### config.mk
export PLATFORM = sky130hd
export DESIGN_NAME = mmc3_ctrl
export DESIGN_NICKNAME = d
export VERILOG_FILES = /design/src/hw/rtl/mmc3_pkg.sv /design/src/hw/rtl/mmc3_ctrl.sv
export SDC_FILE = /design/constraint.sdc
export NUM_CORES = 1
export LEC_CHECK = 0
export BUFFER_PORTS_ARGS = -buffer_cell sky130_fd_sc_hd__buf_2
export CELL_PAD_IN_SITES_DETAIL_PLACEMENT = 1
export CELL_PAD_IN_SITES_GLOBAL_PLACEMENT = 2
export CORE_MARGIN = 1.5
export CORE_UTILIZATION = 32
export CTS_CLUSTER_SIZE = 28
export DETAILED_ROUTE_END_ITERATION = 8
export PLACE_DENSITY_LB_ADDON = 0.3
export SYNTH_ARGS = -nofsm -noshare
export SYNTH_HDL_FRONTEND = slang
export SYNTH_SLANG_ARGS = --single-unit
### constraint.sdc
create_clock -name clk -period 2.7 [get_ports clk]
set_input_delay 0.405 -clock clk [delete_from_list [all_inputs] [get_ports clk]]
set_output_delay 0.405 -clock clk [all_outputs]
set_load 0.005 [all_outputs]
### src/hw/rtl/mmc3_pkg.sv
// shared types, codes and constants of the mmc3 bank mapper
package mmc3_pkg;

  localparam int PRG_RAM_BYTES = 8192;
  localparam int RAM_DEPTH     = (PRG_RAM_BYTES < 8192) ? PRG_RAM_BYTES : 8192;
  localparam int RAM_AW        = $clog2(RAM_DEPTH);

  localparam logic [2:0] OP_CPU_READ  = 3'd0;
  localparam logic [2:0] OP_CPU_WRITE = 3'd1;
  localparam logic [2:0] OP_PPU_READ  = 3'd2;
  localparam logic [2:0] OP_TICK      = 3'd3;
  localparam logic [2:0] OP_IRQ_ACK   = 3'd4;

  localparam logic [1:0] GRP_BANK   = 2'd0;
  localparam logic [1:0] GRP_MIRROR = 2'd1;
  localparam logic [1:0] GRP_RELOAD = 2'd2;
  localparam logic [1:0] GRP_IRQ_EN = 2'd3;

  localparam logic [7:0] PRG_COUNT_RESET = 8'd16;

  typedef struct packed {
    logic        mapped;
    logic        from_ram;
    logic [21:0] rom_address;
    logic        ram_read;
    logic        irq_line;
    logic        mirror_horizontal;
  } res_t;

  typedef struct packed {
    logic              en;
    logic              we;
    logic [RAM_AW-1:0] addr;
    logic [7:0]        wdata;
  } ram_req_t;

  // fold a 13-bit window offset onto a smaller work ram
  function automatic logic [RAM_AW-1:0] ram_index(input logic [12:0] offs);
    logic [13:0] v;
    v = {1'b0, offs};
    for (int i = 0; i < 4; i++) begin
      if (v >= 14'(RAM_DEPTH)) begin
        v = v - 14'(RAM_DEPTH);
      end
    end
    return v[RAM_AW-1:0];
  endfunction

endpackage

### src/hw/rtl/mmc3_ctrl.sv
// mapper registers, address decode and translation, irq counter
module mmc3_ctrl import mmc3_pkg::*; (
  input  logic       clk,
  input  logic       rst,
  input  logic       cfg_we,
  input  logic [7:0] cfg_data,
  input  logic       beat,
  input  logic [2:0] op,
  input  logic [15:0] address,
  input  logic [7:0] write_data,
  output res_t       res,
  output ram_req_t   ram_req
);

  logic [7:0] prg_count;
  logic [7:0] bank_data [8];
  logic [2:0] bank_select;
  logic       prg_mode_pending;
  logic       chr_invert_pending;
  logic       prg_mode_active;
  logic [5:0] prg_sw_lo;
  logic [5:0] prg_sw_hi;
  logic [7:0] chr_windows [8];
  logic       nt_mirror;
  logic [7:0] irq_latch;
  logic [7:0] irq_count;
  logic       irq_enabled;
  logic       irq_pending;

  logic [7:0] bank_data_next [8];
  logic [2:0] bank_select_next;
  logic       prg_mode_pending_next;
  logic       chr_invert_pending_next;
  logic       prg_mode_active_next;
  logic [5:0] prg_sw_lo_next;
  logic [5:0] prg_sw_hi_next;
  logic [7:0] chr_windows_next [8];
  logic       nt_mirror_next;
  logic [7:0] irq_latch_next;
  logic [7:0] irq_count_next;
  logic       irq_enabled_next;
  logic       irq_pending_next;

  logic       is_cpu;
  logic       in_ram;
  logic       in_reg;
  logic       odd;
  logic [1:0] grp;
  logic [1:0] slot;
  logic [8:0] last2;
  logic [8:0] last1;
  logic [8:0] win_bank;
  logic [7:0] lo0;
  logic [7:0] lo1;
  logic [2:0] base;
  logic [7:0] chr_sel;

  always_comb begin
    is_cpu = (op == OP_CPU_READ) || (op == OP_CPU_WRITE);
    in_ram = (address[15:13] == 3'b011);
    in_reg = address[15];
    odd    = address[0];
    grp    = address[14:13];
    slot   = address[14:13];
    last2  = {prg_count, 1'b0} - 9'd2;
    last1  = {prg_count, 1'b0} - 9'd1;

    case (slot)
      2'd0:    win_bank = prg_mode_active ? last2 : {3'b000, prg_sw_lo};
      2'd1:    win_bank = {3'b000, prg_sw_hi};
      2'd2:    win_bank = prg_mode_active ? {3'b000, prg_sw_lo} : last2;
      default: win_bank = last1;
    endcase
    chr_sel = chr_windows[address[12:10]];

    bank_data_next          = bank_data;
    bank_select_next        = bank_select;
    prg_mode_pending_next   = prg_mode_pending;
    chr_invert_pending_next = chr_invert_pending;
    prg_mode_active_next    = prg_mode_active;
    prg_sw_lo_next          = prg_sw_lo;
    prg_sw_hi_next          = prg_sw_hi;
    chr_windows_next        = chr_windows;
    nt_mirror_next          = nt_mirror;
    irq_latch_next          = irq_latch;
    irq_count_next          = irq_count;
    irq_enabled_next        = irq_enabled;
    irq_pending_next        = irq_pending;

    res = '0;
    ram_req.en    = 1'b0;
    ram_req.we    = (op == OP_CPU_WRITE);
    ram_req.addr  = ram_index(address[12:0]);
    ram_req.wdata = write_data;

    lo0  = '0;
    lo1  = '0;
    base = '0;

    if (is_cpu) begin
      if (in_ram) begin
        res.mapped   = 1'b1;
        res.from_ram = 1'b1;
        res.ram_read = (op == OP_CPU_READ);
        ram_req.en   = beat;
      end else if (in_reg) begin
        if (op == OP_CPU_READ) begin
          res.mapped      = 1'b1;
          res.rom_address = {win_bank, address[12:0]};
        end else begin
          case (grp)
            GRP_BANK: begin
              if (!odd) begin
                bank_select_next        = write_data[2:0];
                prg_mode_pending_next   = write_data[6];
                chr_invert_pending_next = write_data[7];
              end else begin
                bank_data_next[bank_select] = write_data;
                lo0  = {bank_data_next[0][7:1], 1'b0};
                lo1  = {bank_data_next[1][7:1], 1'b0};
                base = chr_invert_pending ? 3'd4 : 3'd0;
                chr_windows_next[base]        = lo0;
                chr_windows_next[base + 3'd1] = lo0 + 8'd1;
                chr_windows_next[base + 3'd2] = lo1;
                chr_windows_next[base + 3'd3] = lo1 + 8'd1;
                for (int i = 0; i < 4; i++) begin
                  chr_windows_next[(base ^ 3'd4) + 3'(i)] = bank_data_next[3'(i + 2)];
                end
                prg_mode_active_next = prg_mode_pending;
                prg_sw_lo_next       = bank_data_next[6][5:0];
                prg_sw_hi_next       = bank_data_next[7][5:0];
              end
            end
            GRP_MIRROR: begin
              if (!odd) begin
                nt_mirror_next = write_data[0];
              end
            end
            GRP_RELOAD: begin
              if (!odd) begin
                irq_latch_next = write_data;
              end else begin
                irq_count_next = '0;
              end
            end
            default: begin
              if (!odd) begin
                irq_enabled_next = 1'b0;
                irq_pending_next = 1'b0;
              end else begin
                irq_enabled_next = 1'b1;
              end
            end
          endcase
        end
      end
    end else if (op == OP_PPU_READ) begin
      if (address[15:13] == 3'b000) begin
        res.mapped      = 1'b1;
        res.rom_address = {4'b0000, chr_sel, address[9:0]};
      end
    end else if (op == OP_TICK) begin
      irq_count_next = (irq_count == 8'd0) ? irq_latch : irq_count - 8'd1;
      if (irq_count_next == 8'd0 && irq_enabled) begin
        irq_pending_next = 1'b1;
      end
    end else if (op == OP_IRQ_ACK) begin
      irq_pending_next = 1'b0;
    end

    res.irq_line          = irq_pending_next;
    res.mirror_horizontal = nt_mirror_next;
  end

  always_ff @(posedge clk) begin
    if (rst) begin
      prg_count          <= PRG_COUNT_RESET;
      bank_data          <= '{default: '0};
      bank_select        <= '0;
      prg_mode_pending   <= 1'b0;
      chr_invert_pending <= 1'b0;
      prg_mode_active    <= 1'b0;
      prg_sw_lo          <= 6'd0;
      prg_sw_hi          <= 6'd1;
      chr_windows        <= '{default: '0};
      nt_mirror          <= 1'b1;
      irq_latch          <= '0;
      irq_count          <= '0;
      irq_enabled        <= 1'b0;
      irq_pending        <= 1'b0;
    end else begin
      if (cfg_we) begin
        prg_count <= cfg_data;
      end
      if (beat) begin
        bank_data          <= bank_data_next;
        bank_select        <= bank_select_next;
        prg_mode_pending   <= prg_mode_pending_next;
        chr_invert_pending <= chr_invert_pending_next;
        prg_mode_active    <= prg_mode_active_next;
        prg_sw_lo          <= prg_sw_lo_next;
        prg_sw_hi          <= prg_sw_hi_next;
        chr_windows        <= chr_windows_next;
        nt_mirror          <= nt_mirror_next;
        irq_latch          <= irq_latch_next;
        irq_count          <= irq_count_next;
        irq_enabled        <= irq_enabled_next;
        irq_pending        <= irq_pending_next;
      end
    end
  end

endmodule
# Yosys cells after proc, flatten, opt, wreduce, memory -nomap -nowiden

Index checks and enable logic that the tools add are counted.

Multiplexer cells: 78
Add/subtract/negate cells: 11
Reductions and logical operators: 23
Order comparisons: 19
Equality and inequality tests: 13
Bitwise gates (word level): 15

Operators by type and width:

| kind                  | number |
|---|---|
| $bwmux W64            | 9 |
| $demux W8 S3          | 9 |
| $mux W8               | 20 |
| $mux W22              | 4 |
| $ge A4 B4 Y1 const B  | 10 |
| $not A3 Y4            | 10 |
| $lt A4 B1 Y1 const B  | 9 |
| $mux W18              | 2 |
| $mux W1               | 29 |
| $pmux W9 S3           | 1 |
| $bmux W8 S3           | 1 |
| $reduce_and A7 Y1     | 3 |
| $mux W9               | 2 |
| $add A8 B1 Y8 const B | 2 |
| $logic_not A8 Y1      | 2 |
| $add A3 B2 Y3 const B | 4 |
| $logic_and A1 B1 Y1   | 10 |
| $ne A2 B2 Y1 const B  | 5 |
| $eq A3 B2 Y1 const B  | 3 |
| $sub A9 B1 Y9 const B | 1 |
| $sub A9 B2 Y9 const B | 1 |
| $reduce_and A8 Y1     | 1 |
| $sub A8 B1 Y8 const B | 1 |
| $add A3 B1 Y3 const B | 2 |
| 13 further kinds      | 18 |

Word-level logic and storage cells: 187
Flip-flop bits (word level): 173

# Longest topological paths before layout

Gate-level depths: netlist of run 1.

Depth after elaboration: 14
Gate-level depth with buffers: 10
Gate-level depth less buffers: 7

# Least setup slack after synthesis of run 1

No wires, ideal clock.

Path type: register to output
Start point: register irq_count[0]
End point: output res[1] in the netlist's numbering
Path slack: 0.164 ns
Cell stages (with the launch flop): 10
Required time: 2.295 ns
Path buffers: 2
Arrival time: 2.131 ns
Cells stage by stage: dfxtp_1 inv_1 ha_1 or4b_4 buf_6 nor4_1 nor3_1 or4_4 o21ai_1 buf_4

Cells in the longest elaborated chain, start to end: 8

Ends and longest elaborated chain:

| what                                              | RTL line         | RTL |
|---|---|---|
| from (decl)                                       | mmc3_ctrl.sv:26  | `logic [7:0] irq_count;` |
| from (signal assigned)                            | mmc3_ctrl.sv:206 | `irq_count <= irq_count_next;` |
| $sub A8 B1 Y8 or $logic_not A8 Y1 (tied branches) | mmc3_ctrl.sv:163 | `irq_count_next = (irq_count == 8'd0) ? irq_latch : irq_count - 8'd1;` |
| $mux W8 *                                         | mmc3_ctrl.sv:163 |  |
| $logic_not A8 Y1 *                                | mmc3_ctrl.sv:164 | `if (irq_count_next == 8'd0 && irq_enabled) begin` |
| $logic_and A1 B1 Y1 *                             | mmc3_ctrl.sv:164 |  |
| $mux W1 *                                         | mmc3_ctrl.sv:164 |  |
| $mux W1 *                                         | mmc3_ctrl.sv:162 | `end else if (op == OP_TICK) begin` |
| $mux W1 *                                         | mmc3_ctrl.sv:157 | `end else if (op == OP_PPU_READ) begin` |
| $mux W1 *                                         | mmc3_ctrl.sv:100 | `if (is_cpu) begin` |
| to (decl)                                         | mmc3_ctrl.sv:11  | `output res_t res,` |

Every way passes the cells marked *; elsewhere a longest branch is shown, timed or not.

==> impl_metrics.yaml, run 1 <==
grt:
  grt_start_max_net_pins: 73
  grt_pass1_wl_mm: 34.44
  grt_pass1_vias: 6138
  grt_usage: 0.1893
  antenna_found_initial: 0
  grt.overflow.total: 0
final_layout:
  postLayoutCoreUtil: 0.3826
  syn_to_final_growth_pct: 17.44
  final_cell_area_mm2: 0.008349
  drive_gt1_frac: 0.2282
  antenna_cells: 0
  nets: 936
detailed_routing:
  avgViaCountPerCell: 5.121
  post-route-drc-count: 0
  drt_iter0_drc: 272
  drt_pass1_iterations: 4
  totalWireLength_mm: 21.40
  routedWlPerCell_um: 18.03
  antenna_left: 0
  num_vias: 6079
yosys:
  syn_nets: 879
  ys_seq_elements: 140
  yosysSeqAreaShare: 0.3942
  yosysWarningCount: 0
  syn-instance-count: 837
  ys.flop_type: "dfxtp_1"
  synth_top_cell_by_area: "dfxtp_1"
  synth_cell_types: 66
  netlist_top_cells_count: "140 x dfxtp_1, 117 x nand2_1, 106 x nor2_1"
  synth-edff-count: 0
  async_flop_share: 0
  yosysMostFrequentCell: "dfxtp_1"
  syn-mean-instance-area_um2: 8.494
  netlist_area_mm2: 0.007109
  synth.area.top_cells: "dfxtp_1 39%, mux2i_1 8.6%, nand2_1 6.2%, nor2_1 5.6%, a21oi_1 5.4%"
  yosys.area.top_type_share: 0.3942
critical_path:
  critPathCaptureType: "output port"
  crit_family: "simple AND/OR/NAND/NOR gates"
  path_cells: "inv_2 -> ha_1 -> or4b_4 -> nor4_2 -> nor3_1 -> or4_4 -> o21ai_2 -> buf_2"
  critPathArrivalTime_ns: 2.55
  cp.required_ns: 2.30
  worst_setup_path_start_kind: "flip-flop"
  cp_num_buf_inv: 2
  crit_type: "reg2out"
  cp_slowest_cell: "or4b_4"
  path_max_fanout: 5
  cpPeakStageDelay_ns: 0.51
floorplanning:
  fp.dieW_um: 152.1
  die_height_um: 152.1
  initial_core_util: 0.3258
  dieArea_mm2: 0.02312
  coreArea_mm2: 0.02182
  ios: 89
  rows: 54
clocking:
  hold_buffers: 0
  cts.sinks: 140
  clk_latency_ns: 0.43
  clockBufferDepth: 2
  clockRootBuffer: "clkbuf_16"
  tritoncts: "yes"
  path_clk_slew_ns: 0.06
  cts_buffers: 17
  htreeDepth: 4
sta:
  slew_headroom: 0.4286
  fmax_mhz: 338.5
  report.final.slew_viol_count: 0
  fin_ws_ns: -0.2539
  worst_clock_skew_ns: 0.01327
  min_period_ns: 2.954
  setup_viol: 1
  period_share: 1.094
  finalSetupTns_ns: -0.2539
  rsz0062_at_grt: "yes"
  hold_viol_final: 0
  hold_ws_ns: 0.2124
  worst_pin_slew_ns: 0.8561
power_and_ir_drop:
  power_leakage_nw: 3.267
  power_density_mw_per_mm2: 547.8
  peakVddDrop_mv: 0.4072
min_path:
  hold_path.class: "in2reg"
placed_design:
  place_area_mm2: 0.007771
  gp_congestion: 0.8101
  dpl.hpwl_mm: 14.18
  io_buffers: 88
status:
  outcome: "complete, but fails checks"
  violations: "setup timing"
run:
  cap_violations: 0
[where the power goes]
part           switching (mW)  internal [mW]  total, mW
Sequential             0.0111           2.08       2.09
Clock                   0.991           1.19       2.18
Combinational           0.190          0.115      0.305
Total                    1.19           3.38       4.57
[worst reg2reg max path: cells and delay by family (launching register included)]
family                   cells  cell delay [ns]
buffers and inverters        3             0.42
multiplexers                 1             0.31
flip-flops                   1             0.34
AO/OA/AOI/OAI                1             0.06
AND/OR/NAND/NOR              3             0.81
adder cells (fa/ha/maj)      1             0.17
[stage by stage]
stage / total power, mW / worst slack [ns] / cells
detailed placement: 2.443 / 0.07208 / 1153
global route: 4.751 / -0.3607 / 1187
global placement: 2.441 / 0.09141 / 1153
CTS: 4.641 / -0.2545 / 1187
finish: 4.573 / -0.2539 / 1187
floorplan: 2.319 / 0.1636 / 837
[path summary, 6_finish.rpt]
| check | endpoint | cells past startpoint | startpoint | slack (ns) |
|---|---|---|---|---|
| max | res[1] | 8 | irq_count[0]$_SDFFE_PP0P_ | -0.25 |
| min | prg_count[4]$_SDFFE_PP1P_ | 3 | cfg_data[4] | 0.21 |
| max reg2reg | irq_count[4]$_SDFFE_PP0P_ | 9 | irq_count[0]$_SDFFE_PP0P_ | 0.46 |
| min reg2reg | chr_windows[52]$_SDFFE_PP0P_ | 2 | chr_windows[52]$_SDFFE_PP0P_ | 0.45 |
[sequential cells by signal (all words and copies together) (netlist names)]
| name | cells |
|---|---|
| bank_data | 42 |
| bank_select | 3 |
| chr_invert_pending | 1 |
| chr_windows | 64 |
| irq_count | 8 |
| irq_enabled | 1 |
| irq_latch | 8 |
| irq_pending | 1 |
| nt_mirror | 1 |
| prg_count | 8 |
| prg_mode_active | 1 |
| prg_mode_pending | 1 |
| prg_sw_hi | 1 |
[cells in the final DEF (no fill, tap or decap), drive strengths merged, types with 2 or more instances in the layout]
cell type / count
nand3b: 5
xnor2: 5
or2: 3
nor4: 4
mux2: 15
a21oi: 77
mux4: 16
and2: 5
inv: 21
nand3: 16
nand2b: 7
o211ai: 4
a31oi: 4
nand2: 117
or3: 5
dfxtp: 140
o21ai: 19
nor4b: 2
nor2: 107
clkbuf: 18
clkinv: 3
or3b: 2
mux2i: 61
or4: 2
nor2b: 21
o221a: 2
a211o: 9
xor2: 4
nor3b: 7
buf: 121
ha: 3
nor3: 25
o22ai: 4
a22oi: 3
a211oi: 25
clkinvlp: 5
o21a: 2
[layer usage]
metal | vias up | part of all wire | global-route usage | wire [um]
met5 | - | 0 | 0 | 0
met4 | 0 | 0.010 | 0.04901 | 224
met3 | 16 | 0.027 | 0.03337 | 574
met2 | 90 | 0.47 | 0.3228 | 10160
met1 | 2952 | 0.49 | 0.2467 | 10440
li1 | 3021 | - | - | -
[area by class of cell]
type / instances / area [um2]
well taps: 280 / 350.3
repair buffers: 121 / 740.7
clock inverters: 14 / 111.4
inverters: 15 / 56.30
clock buffers: 18 / 429.2
fillers: 2573 / 13470
flip-flops and latches: 140 / 2805
multi-input cells: 599 / 3856
[logic make-up after synthesis]
kind of cell | synth area share
adder cells (fa/ha/maj) | 0.005280
flip-flops | 0.3942
XOR/XNOR | 0.01109
AND/OR/NAND/NOR | 0.2219
AO/OA/AOI/OAI | 0.1392
buffers and inverters | 0.06793
multiplexers | 0.1603
[timing repair]
item,in CTS,in global routing
buffers inserted,2,0
endpoints found under the hold margin,0,0
gates cloned,0,0
setup endpoints to repair,1,3
gates resized for setup,5,3
No activity file was read; power rests on OpenSTA's default activity.
==> run 2: changes to the inputs <==
--- a/config.mk
+++ b/config.mk
@@ -13,6 +13,7 @@
 export CTS_CLUSTER_SIZE = 28
 export DETAILED_ROUTE_END_ITERATION = 8
 export PLACE_DENSITY_LB_ADDON = 0.3
+export REMOVE_ABC_BUFFERS = 1
 export SYNTH_ARGS = -nofsm -noshare
 export SYNTH_HDL_FRONTEND = slang
 export SYNTH_SLANG_ARGS = --single-unit
==> run 2 against run 1 <==
The run still ends with setup timing left. Wire length down 1.3%. Total power up 6.8%. Non-clock buffer count rose by 13. Count of clock-buffer cells in the layout rose by 4. Combinational power about the same. Sequential power is essentially flat. Critical path depth stayed put. Clock skew is 0.0059 ns lower. Worst hold slack improved by 0.0027 ns. Sequential share of layout area fell by 0.80 points. Largest cell class unchanged.
==> impl_metrics.yaml, run 2 (same netlist as run 1, synthesis figures left out) <==
floorplanning:
  rows: 54
  coreArea_mm2: 0.02182
  ios: 89
  die_height_um: 152.1
  dieArea_mm2: 0.02312
  fp.dieW_um: 152.1
  initial_core_util: 0.3258
clocking:
  path_clk_slew_ns: 0.06
  cts.sinks: 140
  tritoncts: "yes"
  clk_latency_ns: 0.41
  htreeDepth: 4
  clockBufferDepth: 2
  cts_buffers: 17
  clockRootBuffer: "clkbuf_16"
grt:
  grt_start_max_net_pins: 117
  grt_pass1_vias: 6294
  antenna_found_initial: 0
  grt_usage: 0.1854
  grt_pass1_wl_mm: 34.22
  grt.overflow.total: 0
status:
  violations: "setup timing"
  outcome: "complete, but fails checks"
detailed_routing:
  post-route-drc-count: 0
  num_vias: 6169
  routedWlPerCell_um: 17.64
  totalWireLength_mm: 21.12
  antenna_left: 0
  drt_iter0_drc: 182
  avgViaCountPerCell: 5.154
  drt_pass1_iterations: 4
critical_path:
  reg2reg_slack_ns: 0.42
  cpPeakStageDelay_ns: 0.54
  r2r_cells: 8
  crit_type: "reg2out"
  r2r_start: "irq_count[1]$_SDFFE_PP0P_"
  path_max_fanout: 5
  critPathCaptureType: "output port"
  path_cells: "inv_2 -> ha_4 -> or4b_4 -> nor2_4 -> a31oi_1 -> or4_4 -> o21ai_2 -> buf_2"
  cp_slowest_cell: "or4_4"
  cp.required_ns: 2.30
  worst_setup_path_start_kind: "flip-flop"
  critPathArrivalTime_ns: 2.52
  reg2reg_to: "irq_pending$_SDFFE_PP0P_"
min_path:
  hp-start: "cfg_data[4]"
  hold_path_depth: 3
  hold_path_end: "prg_count[4]$_SDFFE_PP1P_"
  hold_path.class: "in2reg"
run:
  cap_violations: 0
power_and_ir_drop:
  p_sw_mw: 1.063
  sequentialPowerShare: 0.427
  p_int_mw: 3.819
  power_leakage_nw: 3.387
  pwr-share-comb: 0.062
  peakVddDrop_mv: 0.3908
  switching_share: 0.2178
  clkPwrFrac: 0.511
  power_density_mw_per_mm2: 570.1
placed_design:
  place_area_mm2: 0.007801
  gp_congestion: 0.7733
  dpl.hpwl_mm: 14.62
  io_buffers: 88
final_layout:
  final_cell_mix: "137 x dfxtp_1, 117 x nand2_1, 106 x nor2_1"
  antenna_cells: 0
  largest_reg_flops: 64
  reg_top3: "chr_windows (64), bank_data (42)"
  final_cell_area_mm2: 0.008564
  nets: 949
  drive_gt1_frac: 0.2432
  postLayoutCoreUtil: 0.3924
  top_register: "chr_windows"
  syn_to_final_growth_pct: 20.47
  final_common_cell: "dfxtp_1"
sta:
  worst_pin_slew_ns: 0.7138
  report.final.slew_viol_count: 0
  setup_viol: 1
  rsz0062_at_grt: "yes"
  fmax_mhz: 342.0
  fin_ws_ns: -0.2238
  slew_headroom: 0.5221
  hold_viol_final: 0
  min_period_ns: 2.924
  period_share: 1.083
  worst_clock_skew_ns: 0.007341
[run 2: changes by cell type in the layout (fill, tap and decap cells not counted), moves of 4 or more]
cell and delta:
buf_4 +14, inv_6 -5, bufinv_16 +4, clkbuf_8 +4, clkinvlp_4 -4
[run 2: repair_timing]
| action | in CTS | in global routing |
|---|---|---|
| buffers inserted | 1 | 9 |
| resized for setup | 7 | 12 |
| hold endpoints to repair | 0 | 0 |
| hold buffers | 0 | 0 |
| pin swaps | 0 | 5 |
| endpoints found under the setup margin | 1 | 3 |
[run 2: worst max-delay path, delay by kind of cell, from the launching register on]
family / cells / cell delay, ns
AOI/OAI and AO/OA: 2 / 0.20
adders and majority gates: 1 / 0.14
buffers and inverters: 2 / 0.21
DFF: 1 / 0.34
and+or+nand+nor: 3 / 1.23
[run 2: cell type report]
cell class	count	area (um2)
sequential	140	2809
tap	280	350.3
clock buffer	22	484.2
fill	2593	13260
multi-input combinational	599	3899
timing repair buffer	134	825.8
inverter	15	58.81
clock inverter	7	137.6
[run 2: routing by layer]
| layer | routed length [um] | part of all wire | track usage | vias up |
|---|---|---|---|---|
| li1 | - | - | - | 3033 |
| met1 | 10060 | 0.48 | 0.2453 | 2999 |
| met2 | 10060 | 0.48 | 0.3133 | 119 |
| met3 | 809 | 0.038 | 0.03537 | 18 |
| met4 | 191 | 0.0090 | 0.04068 | 0 |
| met5 | 0 | 0 | 0 | - |
[run 2: worst max path at each step]
stage | startpoint | to | slack (ns)
floorplan | address[13] | chr_windows[17]$_SDFFE_PP0P_ | -2.41
global placement | irq_count[0]$_SDFFE_PP0P_ | res[1] | 0.11
detailed placement | irq_count[0]$_SDFFE_PP0P_ | res[1] | 0.09
CTS | irq_count[0]$_SDFFE_PP0P_ | res[1] | -0.25
global route | irq_count[1]$_SDFFE_PP0P_ | res[1] | -0.31
finish | irq_count[1]$_SDFFE_PP0P_ | res[1] | -0.22
[run 2: stage by stage]
stage	setup slack [ns]	power [mW]	std cells	setup TNS [ns]	hold slack, ns
floorplan	-2.410	2.242	754	-107.49	0.4228
global placement	0.1139	2.438	1158	0	0.4393
detailed placement	0.08760	2.438	1158	0	0.4436
CTS	-0.2495	4.938	1188	-0.2495	0.2062
global route	-0.3088	5.064	1197	-0.3088	0.2181
finish	-0.2238	4.882	1197	-0.2238	0.2151
[run 2: power groups by stage]
stage / sequential (mW) / clock [mW] / combinational [mW]
global route: 2.09 / 2.64 / 0.336
CTS: 2.09 / 2.54 / 0.307
detailed placement: 2.13 / 0 / 0.305
floorplan: 2.13 / 0 / 0.112
global placement: 2.13 / 0 / 0.305
finish: 2.09 / 2.49 / 0.302
